## config.mk

```make
export PLATFORM = sky130hd
export DESIGN_NAME = circular_queue_with_reverse_unit
export DESIGN_NICKNAME = d
export VERILOG_FILES = /design/src/design/cqr_pkg.sv /design/src/design/circular_queue_with_reverse_unit.sv /design/src/design/cqr_ctrl.sv /design/src/design/cqr_dp.sv
export SDC_FILE = /design/constraint.sdc
export NUM_CORES = 1
export LEC_CHECK = 0
export BUFFER_PORTS_ARGS = -buffer_cell sky130_fd_sc_hd__buf_4
export CAP_MARGIN = 20
export CELL_PAD_IN_SITES_DETAIL_PLACEMENT = 1
export CELL_PAD_IN_SITES_GLOBAL_PLACEMENT = 2
export CORE_MARGIN = 4
export CORE_UTILIZATION = 43
export CTS_BUF_LIST = sky130_fd_sc_hd__clkbuf_16
export CTS_CLUSTER_SIZE = 16
export DETAILED_ROUTE_END_ITERATION = 7
export PLACE_DENSITY = 0.8
export RECOVER_POWER = 25
export SYNTH_ARGS = -nofsm -noshare
export SYNTH_HDL_FRONTEND = slang
export SYNTH_SLANG_ARGS = --single-unit
```

## constraint.sdc

```tcl
create_clock -name clk -period 7.3 [get_ports clk]
set_input_delay 0 -clock clk [delete_from_list [all_inputs] [get_ports clk]]
set_output_delay 0 -clock clk [all_outputs]
set_load 0.1 [all_outputs]
```

## src/design/cqr_pkg.sv

```systemverilog
// Package for the circular queue with reverse unit.
// Holds the item types, request and status codes, controller states and the
// command and status structs shared by the controller, datapath and top level.
package cqr_pkg;

  localparam int DEPTH_DEF = 16;
  localparam int CAP_W = 5;
  localparam int DATA_W = 32;
  localparam int CNT_W = 5;
  localparam int IDX_W = 4;
  localparam int PADDR_W = 1;
  localparam int PDATA_W = 32;
  localparam logic [CAP_W-1:0] CAP_RESET = 5'd16;
  localparam logic [PADDR_W-1:0] REG_CAP_ADDR = 1'b0;

  typedef enum logic [1:0] {
    REQ_ENQ  = 2'd0,
    REQ_DEQ  = 2'd1,
    REQ_REV  = 2'd2,
    REQ_DUMP = 2'd3
  } req_e;

  typedef enum logic [1:0] {
    ST_OK    = 2'd0,
    ST_FULL  = 2'd1,
    ST_EMPTY = 2'd2
  } status_e;

  typedef struct packed {
    req_e                     req_type;
    logic signed [DATA_W-1:0] value;
  } req_item_t;

  typedef struct packed {
    status_e                  status;
    logic signed [DATA_W-1:0] data;
    logic [CNT_W-1:0]         count;
    logic [IDX_W-1:0]         head_index;
    logic [IDX_W-1:0]         tail_index;
    logic                     last;
  } rsp_item_t;

  typedef enum logic [3:0] {
    S_IDLE,
    S_DECODE,
    S_DEQ_WAIT,
    S_SWAP_RA,
    S_SWAP_RB,
    S_SWAP_WA,
    S_SWAP_WB,
    S_REV_DONE,
    S_DUMP_RD,
    S_DUMP_EMIT
  } state_e;

  typedef enum logic [3:0] {
    OP_NONE,
    OP_ENQ,
    OP_EMIT,
    OP_DEQ_RD,
    OP_DEQ_DONE,
    OP_REV_START,
    OP_RD_A,
    OP_RD_B,
    OP_WR_A,
    OP_WR_B,
    OP_DUMP_START,
    OP_DUMP_RD,
    OP_DUMP_EMIT
  } dp_op_e;

  typedef struct packed {
    logic    load;
    dp_op_e  op;
    status_e status;
  } cmd_t;

  typedef struct packed {
    req_e req_type;
    logic empty;
    logic full;
    logic few;
    logic rem_one;
    logic out_free;
  } stat_t;

endpackage

```

## src/design/circular_queue_with_reverse_unit.sv

```systemverilog
// Top level of the circular queue with reverse unit: APB register port,
// controller and datapath. Depends on cqr_pkg, cqr_ctrl and cqr_dp.
//
// A ring-buffer queue of signed 32-bit words whose usable capacity is set by
// the capacity register (byte address 0; 0 acts as 1, values above DEPTH act
// as DEPTH; reset value 16). Writing the register also empties the queue.
// Each request enqueues, dequeues, reverses the held entries in place, or
// dumps them front to back, one result per entry with last set on the final
// one. Every result carries the fill count and head and tail slots as they
// stand after the request. The block works on one request at a time. A
// reverse swaps entry pairs from both ends inward, with one slot memory port
// each for reading and writing, so each swap is two reads and two writes. A
// dump does one memory read per emitted entry. A result waiting in the
// output register does not block the next request from being accepted; only
// its own emit waits.
module circular_queue_with_reverse_unit #(
  parameter int DEPTH = cqr_pkg::DEPTH_DEF
) (
  input  logic                        clk,
  input  logic                        rst,
  input  logic                        psel,
  input  logic                        penable,
  input  logic                        pwrite,
  input  logic [cqr_pkg::PADDR_W-1:0] paddr,
  input  logic [cqr_pkg::PDATA_W-1:0] pwdata,
  output logic [cqr_pkg::PDATA_W-1:0] prdata,
  output logic                        pready,
  input  logic                        req_valid,
  output logic                        req_stall,
  input  cqr_pkg::req_item_t          req,
  output logic                        rsp_valid,
  input  logic                        rsp_stall,
  output cqr_pkg::rsp_item_t          rsp
);
  import cqr_pkg::*;

  cmd_t              cmd;
  stat_t             stat;
  logic              cfg_we;
  logic [CAP_W-1:0]  cap_raw;

  // The register port never waits; a write lands in the access phase.
  assign pready = 1'b1;
  assign cfg_we = psel && penable && pwrite && (paddr == REG_CAP_ADDR);
  assign prdata = (paddr == REG_CAP_ADDR) ? PDATA_W'(cap_raw) : '0;

  cqr_ctrl u_ctrl (
    .clk       (clk),
    .rst       (rst),
    .req_valid (req_valid),
    .req_stall (req_stall),
    .stat      (stat),
    .cmd       (cmd)
  );

  cqr_dp #(
    .DEPTH (DEPTH)
  ) u_dp (
    .clk       (clk),
    .rst       (rst),
    .req       (req),
    .cmd       (cmd),
    .stat      (stat),
    .cfg_we    (cfg_we),
    .cfg_wdata (pwdata[CAP_W-1:0]),
    .cap_raw   (cap_raw),
    .rsp_valid (rsp_valid),
    .rsp_stall (rsp_stall),
    .rsp       (rsp)
  );

endmodule

```

## src/design/cqr_ctrl.sv

```systemverilog
// Controller state machine of the circular queue with reverse unit.
// Sequences each request into datapath operations; depends on cqr_pkg.
module cqr_ctrl (
  input  logic          clk,
  input  logic          rst,
  input  logic          req_valid,
  output logic          req_stall,
  input  cqr_pkg::stat_t stat,
  output cqr_pkg::cmd_t  cmd
);
  import cqr_pkg::*;

  state_e state;
  state_e state_next;

  always_ff @(posedge clk) begin
    if (rst) begin
      state <= S_IDLE;
    end else begin
      state <= state_next;
    end
  end

  always_comb begin
    state_next = state;
    cmd.load = 1'b0;
    cmd.op = OP_NONE;
    cmd.status = ST_OK;
    req_stall = (state != S_IDLE);
    case (state)
      S_IDLE: begin
        if (req_valid) begin
          cmd.load = 1'b1;
          state_next = S_DECODE;
        end
      end
      S_DECODE: begin
        case (stat.req_type)
          REQ_ENQ: begin
            if (stat.out_free) begin
              if (stat.full) begin
                cmd.op = OP_EMIT;
                cmd.status = ST_FULL;
              end else begin
                cmd.op = OP_ENQ;
              end
              state_next = S_IDLE;
            end
          end
          REQ_DEQ: begin
            if (!stat.empty) begin
              cmd.op = OP_DEQ_RD;
              state_next = S_DEQ_WAIT;
            end else if (stat.out_free) begin
              cmd.op = OP_EMIT;
              cmd.status = ST_EMPTY;
              state_next = S_IDLE;
            end
          end
          REQ_REV: begin
            if (!stat.few) begin
              cmd.op = OP_REV_START;
              state_next = S_SWAP_RA;
            end else if (stat.out_free) begin
              cmd.op = OP_EMIT;
              state_next = S_IDLE;
            end
          end
          REQ_DUMP: begin
            if (!stat.empty) begin
              cmd.op = OP_DUMP_START;
              state_next = S_DUMP_RD;
            end else if (stat.out_free) begin
              cmd.op = OP_EMIT;
              cmd.status = ST_EMPTY;
              state_next = S_IDLE;
            end
          end
          default: begin
            state_next = S_IDLE;
          end
        endcase
      end
      S_DEQ_WAIT: begin
        if (stat.out_free) begin
          cmd.op = OP_DEQ_DONE;
          state_next = S_IDLE;
        end
      end
      S_SWAP_RA: begin
        cmd.op = OP_RD_A;
        state_next = S_SWAP_RB;
      end
      S_SWAP_RB: begin
        cmd.op = OP_RD_B;
        state_next = S_SWAP_WA;
      end
      S_SWAP_WA: begin
        cmd.op = OP_WR_A;
        state_next = S_SWAP_WB;
      end
      S_SWAP_WB: begin
        cmd.op = OP_WR_B;
        state_next = stat.rem_one ? S_REV_DONE : S_SWAP_RA;
      end
      S_REV_DONE: begin
        if (stat.out_free) begin
          cmd.op = OP_EMIT;
          state_next = S_IDLE;
        end
      end
      S_DUMP_RD: begin
        cmd.op = OP_DUMP_RD;
        state_next = S_DUMP_EMIT;
      end
      S_DUMP_EMIT: begin
        if (stat.out_free) begin
          cmd.op = OP_DUMP_EMIT;
          state_next = stat.rem_one ? S_IDLE : S_DUMP_RD;
        end
      end
      default: begin
        state_next = S_IDLE;
      end
    endcase
  end

endmodule

```

## src/design/cqr_dp.sv

```systemverilog
// Datapath of the circular queue with reverse unit: slot memory, ring
// pointers, fill count, capacity register and the result register.
// Depends on cqr_pkg.
module cqr_dp #(
  parameter int DEPTH = cqr_pkg::DEPTH_DEF
) (
  input  logic                      clk,
  input  logic                      rst,
  input  cqr_pkg::req_item_t        req,
  input  cqr_pkg::cmd_t             cmd,
  output cqr_pkg::stat_t            stat,
  input  logic                      cfg_we,
  input  logic [cqr_pkg::CAP_W-1:0] cfg_wdata,
  output logic [cqr_pkg::CAP_W-1:0] cap_raw,
  output logic                      rsp_valid,
  input  logic                      rsp_stall,
  output cqr_pkg::rsp_item_t        rsp
);
  import cqr_pkg::*;

  localparam int PW = $clog2(DEPTH);
  localparam int FW = $clog2(DEPTH + 1);
  localparam int CMPW = (FW > CAP_W) ? FW : CAP_W;

  logic [DATA_W-1:0] mem [DEPTH];

  req_item_t         req_r;
  logic [PW-1:0]     head, head_next;
  logic [PW-1:0]     tail, tail_next;
  logic [FW-1:0]     fill, fill_next;
  logic [PW-1:0]     pa, pa_next;
  logic [PW-1:0]     pb, pb_next;
  logic [FW-1:0]     rem, rem_next;
  logic [DATA_W-1:0] hold, hold_next;
  logic [DATA_W-1:0] rd_data;

  logic              mem_we;
  logic [PW-1:0]     mem_waddr;
  logic [DATA_W-1:0] mem_wdata;
  logic              mem_re;
  logic [PW-1:0]     mem_raddr;

  logic [CMPW-1:0]   cap_ext;
  logic [CMPW-1:0]   cap_clamp;
  logic [FW-1:0]     cap;
  logic              out_free;
  logic              emit;
  status_e           emit_status;
  logic [DATA_W-1:0] emit_data;
  logic              emit_last;

  function automatic logic [PW-1:0] ring_inc(input logic [PW-1:0] p,
                                             input logic [FW-1:0] c);
    if (FW'(p) + FW'(1) == c) begin
      return '0;
    end
    return p + PW'(1);
  endfunction

  function automatic logic [PW-1:0] ring_dec(input logic [PW-1:0] p,
                                             input logic [FW-1:0] c);
    if (p == '0) begin
      return PW'(c - FW'(1));
    end
    return p - PW'(1);
  endfunction

  // A capacity of zero acts as one, anything above the built depth as the depth.
  assign cap_ext = CMPW'(cap_raw);
  assign cap_clamp = (cap_ext == '0) ? CMPW'(1) :
                     (cap_ext > CMPW'(DEPTH)) ? CMPW'(DEPTH) : cap_ext;
  assign cap = FW'(cap_clamp);

  assign out_free = !rsp_valid || !rsp_stall;

  assign stat.req_type = req_r.req_type;
  assign stat.empty = (fill == '0);
  assign stat.full = (fill >= cap);
  assign stat.few = (fill < FW'(2));
  assign stat.rem_one = (rem == FW'(1));
  assign stat.out_free = out_free;

  always_comb begin
    head_next = head;
    tail_next = tail;
    fill_next = fill;
    pa_next = pa;
    pb_next = pb;
    rem_next = rem;
    hold_next = hold;
    mem_we = 1'b0;
    mem_waddr = pa;
    mem_wdata = rd_data;
    mem_re = 1'b0;
    mem_raddr = pa;
    emit = 1'b0;
    emit_status = ST_OK;
    emit_data = '0;
    emit_last = 1'b1;
    case (cmd.op)
      OP_ENQ: begin
        if (fill == '0) begin
          head_next = '0;
          tail_next = '0;
        end else begin
          tail_next = ring_inc(tail, cap);
        end
        mem_we = 1'b1;
        mem_waddr = tail_next;
        mem_wdata = req_r.value;
        fill_next = fill + FW'(1);
        emit = 1'b1;
      end
      OP_EMIT: begin
        emit = 1'b1;
        emit_status = cmd.status;
      end
      OP_DEQ_RD: begin
        mem_re = 1'b1;
        mem_raddr = head;
      end
      OP_DEQ_DONE: begin
        fill_next = fill - FW'(1);
        if (fill == FW'(1)) begin
          head_next = '0;
          tail_next = '0;
        end else begin
          head_next = ring_inc(head, cap);
        end
        emit = 1'b1;
        emit_data = rd_data;
      end
      OP_REV_START: begin
        pa_next = head;
        pb_next = tail;
        rem_next = fill >> 1;
      end
      OP_RD_A: begin
        mem_re = 1'b1;
        mem_raddr = pa;
      end
      OP_RD_B: begin
        mem_re = 1'b1;
        mem_raddr = pb;
        hold_next = rd_data;
      end
      OP_WR_A: begin
        mem_we = 1'b1;
        mem_waddr = pa;
        mem_wdata = rd_data;
      end
      OP_WR_B: begin
        mem_we = 1'b1;
        mem_waddr = pb;
        mem_wdata = hold;
        pa_next = ring_inc(pa, cap);
        pb_next = ring_dec(pb, cap);
        rem_next = rem - FW'(1);
      end
      OP_DUMP_START: begin
        pa_next = head;
        rem_next = fill;
      end
      OP_DUMP_RD: begin
        mem_re = 1'b1;
        mem_raddr = pa;
      end
      OP_DUMP_EMIT: begin
        emit = 1'b1;
        emit_data = rd_data;
        emit_last = (rem == FW'(1));
        pa_next = ring_inc(pa, cap);
        rem_next = rem - FW'(1);
      end
      default: begin
      end
    endcase
    // A capacity write also empties the queue.
    if (cfg_we) begin
      head_next = '0;
      tail_next = '0;
      fill_next = '0;
    end
  end

  always_ff @(posedge clk) begin
    if (mem_we) begin
      mem[mem_waddr] <= mem_wdata;
    end
    if (mem_re) begin
      rd_data <= mem[mem_raddr];
    end
  end

  always_ff @(posedge clk) begin
    if (rst) begin
      head <= '0;
      tail <= '0;
      fill <= '0;
      cap_raw <= CAP_RESET;
      rsp_valid <= 1'b0;
    end else begin
      head <= head_next;
      tail <= tail_next;
      fill <= fill_next;
      if (cfg_we) begin
        cap_raw <= cfg_wdata;
      end
      if (emit) begin
        rsp_valid <= 1'b1;
      end else if (!rsp_stall) begin
        rsp_valid <= 1'b0;
      end
    end
  end

  always_ff @(posedge clk) begin
    pa <= pa_next;
    pb <= pb_next;
    rem <= rem_next;
    hold <= hold_next;
    if (cmd.load) begin
      req_r <= req;
    end
    if (emit) begin
      rsp.status <= emit_status;
      rsp.data <= emit_data;
      rsp.count <= CNT_W'(fill_next);
      rsp.head_index <= IDX_W'(head_next);
      rsp.tail_index <= (fill_next == '0) ? '0 : IDX_W'(tail_next);
      rsp.last <= emit_last;
    end
  end

endmodule

```

==> impl_results.md, run 1 <==
* Mapped Area at 28200 um^2
* FFs w/ async S/R, synth at 0%
* Chip width at 264 um
* Number of synthesized flops with an enable pin at 671
* Most frequent cells after synthesis: 671 x edfxtp_1, 542 x nand2_1, 154 x a21oi_1, 96 x a32oi_1, 87 x clkbuf_1
* Top FF cell, synth: edfxtp_1
* Leakage at 0.0109 uW
* Worst-Margin Slew at 3090 ps
* Worst rel slew slack at -106%
* CTS Hold Bufs at 48
* Run status: complete, but fails checks
* Setup TNS at 0 ps
* Num CTS Buffers at 74
* GR Overflow Total at 0
* Synth top area share at 71.5%
* Layout cells sized above 1 at 9.92%
* Initial Util at 43.6%
* Worst r2r path cells at 9
* WL/cell at 24.9 um
* Max Clk Rate at 169 MHz
* HP Start: pwrite
* Synth cell types at 70
* Clk_skew at 23.6 ps
* Routability Congestion at 0.811
* CTS sink cnt at 694
* Die area at 69700 um^2
* Via count at 18200
* Capturing point of the worst reg2reg path: u_dp.rd_data[16]
* Diode count at 0
* WP buf/inv at 3
* Count of final setup violators at 0
* Worst-path clk slew at 60 ps
* TritonCTS clock tree: built
* VDD IR max at 0.131 mV
* Layout fillers at 6471
* R2R Path Start: u_ctrl.state[2]
* Worst Setup SP: u_ctrl.state[2]
* Area Growth Syn to Fin at 15.1%
* Cell row count at 93
* Yosys warning count at 0
* # Post-CTS Setup Buffers at 0
* Top delay family on crit path: buffers and inverters
* Input/output buffers at 101
* Synth top area cells: edfxtp_1 71%, nand2_1 7.2%, a32oi_1 3.0%, a21oi_1 2.7%, a22oi_1 1.8%
* Failing checks: max-capacitance violations, max-slew violations
* H-tree depth at 3
* Hold EP: u_dp.fill[2]
* Most instantiated library cell after synthesis: edfxtp_1
* Critical Setup Path Class: flop to flop
* Unrepaired setup endpoints after global routing: false
* Final Slew Violations at 118
* Initial antenna violation count at 0
* Sequential-to-total area share from yosys stat at 73.1%
* Mean area per synthesized cell at 13.4 um^2
* Via-per-instance ratio at 5.76
* Critical-path top delay cell: clkbuf_1
* Die height at 264 um
* Clock latency on the worst-skew pair at 620 ps
* First-pass GRT wire length at 117 mm
* PD cells at 268 nW/um^2
* Largest area contributor in the netlist: edfxtp_1
* Final ANT Viol Nets at 0
* Clock root cell: clkbuf_16
* HP Class: input pin to flop
* CTS Buffer Depth at 3
* Crit path required time at 7700 ps
* Worst R2R Setup Slack at 1370 ps
* Nets at 2324
* Critical Path AT at 6330 ps
* Final min period at 5930 ps
* Pre-antenna DRT Iters at 5
* Period Utilization, post-route at 81.2%
* GRT Total Usage at 21.9%
* Worst path max stage delay at 2020 ps
* Core box area at 64700 um^2
* Finished Core Util at 50.2%
* Mapped Cells at 2101
* MaxCap Viol Count at 4
* Vias in the first global route at 18800
* CP Launch Type: flop
* Io pins at 157
* Routed WL at 78.6 mm
* Residual DRC at 0
* DR iter-0 viols at 1715
* HPWL Detailed at 44.4 mm
* Critical path, cell by cell: nor2b_1 > nand2_1 > clkinv_1 > clkbuf_1 > a221o_1 > nor2b_2 > buf_4 > a22oi_1 > o211ai_1
* Largest net degree at the start of global routing at 127
* Critical Path Sink Type: flop
* Yosys reg bits at 694
* CP Max Fanout at 34
* Final hold viol count at 0
* Worst Hold Path Cells at 4
* Resized Gates After CTS at 0
[how the worst max path moves through the flow]
stage | endpoint | depth (start not counted)
floorplan | u_dp.rsp[0] | 8
global placement | u_dp.mem[4][0] | 13
detailed placement | u_dp.mem[4][0] | 13
CTS | u_dp.mem[4][18] | 13
global route | u_dp.rsp[45] | 12
finish | u_dp.rd_data[16] | 9
[through the flow]
| stage | hold WS [ps] | total power [uW] | instances | setup WS, ps | instance area (um^2) |
|---|---|---|---|---|---|
| floorplan | 71.6 | 5000 | 2127 | 1120 | 28300 |
| global placement | 178 | 5150 | 2965 | 1890 | 29900 |
| detailed placement | 179 | 5170 | 2965 | 1700 | 29900 |
| CTS | 0.225 | 8790 | 3151 | 1660 | 32700 |
| global route | 85.8 | 8970 | 3153 | 947 | 32500 |
| finish | 17.7 | 8690 | 3153 | 1370 | 32500 |
[worst register-to-register path, cell delays in order, from the launching register on]
cell and delay [ps]:
dfxtp_1 720, nor2b_1 460, nand2_1 220, clkinv_1 110, clkbuf_1 2020, a221o_1 580
nor2b_2 690, buf_4 510, a22oi_1 190, o211ai_1 210
[where the power goes]
| group | total, uW | leakage, uW | internal (uW) | switching, uW |
|---|---|---|---|---|
| combinational | 616 | 0.00344 | 102 | 514 |
| sequential | 4470 | 0.00627 | 4440 | 29.0 |
| clock | 3600 | 0.00122 | 2040 | 1560 |
| total | 8690 | 0.0109 | 6580 | 2110 |
[logic make-up after synthesis]
logic type | count (synthesis) | share of synthesized area (%)
other | 2 | 0.0266
multiplexers | 5 | 0.244
AO/OA/AOI/OAI | 453 | 11.3
buffers and inverters | 179 | 3.06
AND/OR/NAND/NOR | 731 | 10.9
flip-flops | 694 | 73.1
adder cells (fa/ha/maj) | 14 | 0.621
XOR/XNOR | 23 | 0.714
[routing by layer]
| layer | up-vias | global-route usage [%] | routed length (um) | part of all wire, % |
|---|---|---|---|---|
| met1 | 9389 | 29.8 | 33500 | 43 |
| met2 | 544 | 36.5 | 38400 | 49 |
| met5 | - | 0 | 0 | 0 |
| li1 | 8100 | - | - | - |
| met3 | 125 | 3.87 | 4780 | 6.1 |
| met4 | 0 | 6.48 | 1870 | 2.4 |
[placed cells by master, fill, tap and decap left out, types with 32 or more instances in the layout]
master,instances
o211ai_1,32
a32oi_1,96
a32o_1,32
buf_4,49
a21oi_1,154
nand2_1,541
inv_1,32
a22oi_1,68
clkbuf_4,35
clkbuf_16,76
clkbuf_1,58
dlygate4sd3_1,48
nor2_1,41
edfxtp_1,671
[area by class of cell]
cell class	count	area, um^2	share of cell area [%]
Sequential cell	694	20600	63.5
Multi-Input combinational cell	1254	6970	21.5
Clock buffer	76	1900	5.86
Timing Repair Buffer	195	1430	4.40
Tap cell	855	1070	3.30
Clock inverter	62	413	1.27
Inverter	17	63.8	0.197
[flip-flops by register name (all words and copies together) (netlist names), 4 cells and up]
signal,cells
u_dp.fill,5
u_dp.rem,5
u_dp.rd_data,32
u_dp.pb,4
u_dp.mem,512
u_dp.tail,4
u_dp.pa,4
u_dp.head,4
u_ctrl.state,4
u_dp.rsp,48
u_dp.cap_raw,5
u_dp.req_r,32
u_dp.hold,32
No activity file was read; power rests on OpenSTA's default activity.
==> run 2, diff against run 1 <==
ABC_AREA = 1   (was default)
CORE_UTILIZATION = 41   (was 43)
PLACE_DENSITY = 0.81   (was 0.8)
clock period = 5.7 ns   (was 7.3 ns; I/O delays follow)
==> impl_results.md, run 2 <==
* Wire length on met3 at 5.19 mm
* Final ANT Viol Nets at 0
* Critical Setup Path Class: flop to flop
* Met2 wire len at 46.6 mm
* Worst-path clk slew at 60 ps
* VDD IR max at 0.196 mV
* Mapped Cells at 2938
* Met1 WL at 39.7 mm
* Yosys reg bits at 694
* Final min period at 4770 ps
* Most common cell on crit path: nand2_1
* Setup TNS at 0 ps
* Inst Count DP at 3917
* Routability Congestion at 0.811
* HPWL Detailed at 53.1 mm
* CTS Buffer Depth at 3
* Sequential-to-total area share from yosys stat at 66.4%
* DR iter-0 viols at 1679
* Largest area contributor in the netlist: edfxtp_1
* Synth top area share at 64.9%
* Yosys warning count at 0
* CP Launch Type: flop
* Chip width at 283 um
* Most instantiated library cell after synthesis: nand3_1
* Largest net degree at the start of global routing at 193
* Diode count at 0
* Top delay family on crit path: simple AND/OR/NAND/NOR gates
* Critical-path top delay cell: nor2_4
* WL/cell at 22.8 um
* Register name with the most flops: u_dp.mem
* Via-per-instance ratio at 5.40
* MaxCap Viol Count at 3
* Most frequent cells after synthesis: 677 x nand3_1, 671 x edfxtp_1, 558 x inv_1, 468 x nand2_1, 110 x nor2_1
* Top FF cell, synth: edfxtp_1
* Core box area at 74800 um^2
* First-pass GRT wire length at 143 mm
* # Post-CTS Setup Buffers at 0
* Run status: complete, but fails checks
* FFs w/ async S/R, synth at 0%
* Synth cell types at 40
* Layout cells sized above 1 at 8.04%
* Count of final setup violators at 0
* Vias in the first global route at 23600
* Residual DRC at 0
* Period Utilization, post-route at 83.7%
* Tot Pwr at 12300 uW
* Io pins at 157
* Regs by FF count: u_dp.mem (512), u_dp.rsp (48)
* Worst path max stage delay at 750 ps
* Resized Gates After CTS at 0
* Final hold viol count at 0
* Die height at 283 um
* Initial Util at 41.5%
* Failing checks: max-capacitance violations, max-slew violations
* PD cells at 344 nW/um^2
* Nets at 3179
* H-tree depth at 3
* Clk_skew at 24.6 ps
* Worst rel slew slack at -66.1%
* Top Metal Used: met4
* Commonest cells after routing, fill and taps aside: 678 x nand3_1, 671 x edfxtp_1, 578 x inv_1
* Finished Layout Cells at 4117
* Crit path required time at 6010 ps
* CP Max Fanout at 16
* Unrepaired setup endpoints after global routing: false
* GR Overflow Total at 0
* Pre-antenna DRT Iters at 5
* Initial antenna violation count at 1
* Max Clk Rate at 210 MHz
* Most common cell after layout, fill and taps aside: nand3_1
* CTS sink cnt at 694
* Die area at 80200 um^2
* Leakage at 0.0146 uW
* Via count at 22200
* Num CTS Buffers at 76
* Final Slew Violations at 90
* Mapped Area at 31100 um^2
* Synth top area cells: edfxtp_1 65%, nand3_1 11%, inv_1 6.7%, nand2_1 5.7%, buf_2 1.5%
* GRT Total Usage at 23.0%
* Critical path, cell by cell: inv_1 > nand4_1 > nand2_1 > nand2_1 > ha_1 > nand2_1 > inv_1 > a21oi_1 > nand3_1 > nand2_1 > inv_1 > nand2_1 > nand3_1 > inv_1 > nand3_1 > nor2_4 > buf_4
* Area Growth Syn to Fin at 15.1%
* Clock root cell: clkbuf_16
* Number of synthesized flops with an enable pin at 671
* Mean area per synthesized cell at 10.6 um^2
* Input/output buffers at 101
* WP buf/inv at 5
* HP Class: input pin to flop
* Clock latency on the worst-skew pair at 620 ps
* Cell row count at 100
* Critical Path Sink Type: flop
* Critical Path AT at 5080 ps
* CTS Hold Bufs at 48
* Max FFs per register at 512
* Worst-Margin Slew at 2490 ps
* Routed WL at 93.8 mm
* TritonCTS clock tree: built
==> run 2: cell count changes in the layout (fill, tap and decap cells not counted), sizes merged, moves of 68 or more <==
| cell | before | now |
|---|---|---|
| a21oi | 154 | 22 |
| a22oi | 69 | 1 |
| a32oi | 96 | 0 |
| inv | 36 | 580 |
| nand2 | 543 | 471 |
| nand3 | 15 | 681 |
==> run 2: final timing paths <==
path,slack [ps],from,end,cells past startpoint
worst min register to register,440,u_dp.rd_data[19],u_dp.hold[19],0
worst min-delay path,110,req[11],u_dp.req_r[11],2
worst max-delay path,930,u_dp.cap_raw[2],u_dp.mem[2][11],17
worst max register to register,930,u_dp.cap_raw[2],u_dp.mem[2][11],17
==> run 2: area by class of cell <==
| class | count | area, um^2 |
|---|---|---|
| clock buffers | 81 | 2030 |
| clock inverters | 54 | 342 |
| flip-flops and latches | 694 | 20600 |
| fillers | 8081 | 39100 |
| well taps | 969 | 1210 |
| inverters | 564 | 2120 |
| repair buffers | 229 | 1820 |
| multi-input cells | 1526 | 7610 |
==> run 2: cell families (layout without fill, tap and decap cells) <==
kind of cell | Yosys count | count (layout) | share of synthesized area [%]
AOI/OAI and AO/OA | 103 | 103 | 2.10
xor gates and xnor gates | 25 | 25 | 0.705
adders and majority gates | 14 | 14 | 0.564
buffers and inverters | 744 | 928 | 10.0
DFF | 694 | 694 | 66.4
other | 2 | 28 | 0.0242
and+or+nand+nor | 1356 | 1356 | 20.2
==> run 2: metal layers <==
layer | global-route usage, % | vias to the layer above
met4 | 6.97 | 0
met3 | 3.14 | 142
li1 | - | 10100
met2 | 40.1 | 631
met1 | 30.1 | 11400
met5 | 0 | -
==> run 2: per-stage QoR <==
stage / hold WS (ps) / utilization, % / instance area, um^2 / setup slack, ps
floorplan: 98.9 / - / 31200 / 1660
global placement: 180 / 44.1 / 33000 / 1190
detailed placement: 180 / 44.2 / 33000 / 1080
CTS: 65.4 / 48.0 / 35900 / 1070
global route: 104 / 47.8 / 35700 / 587
finish: 114 / 47.8 / 35700 / 927
==> run 2: power by group <==
part	internal (uW)	switching (uW)	total, uW
registers	5820	64.0	5880
clock network	2690	2000	4690
logic	335	1390	1730
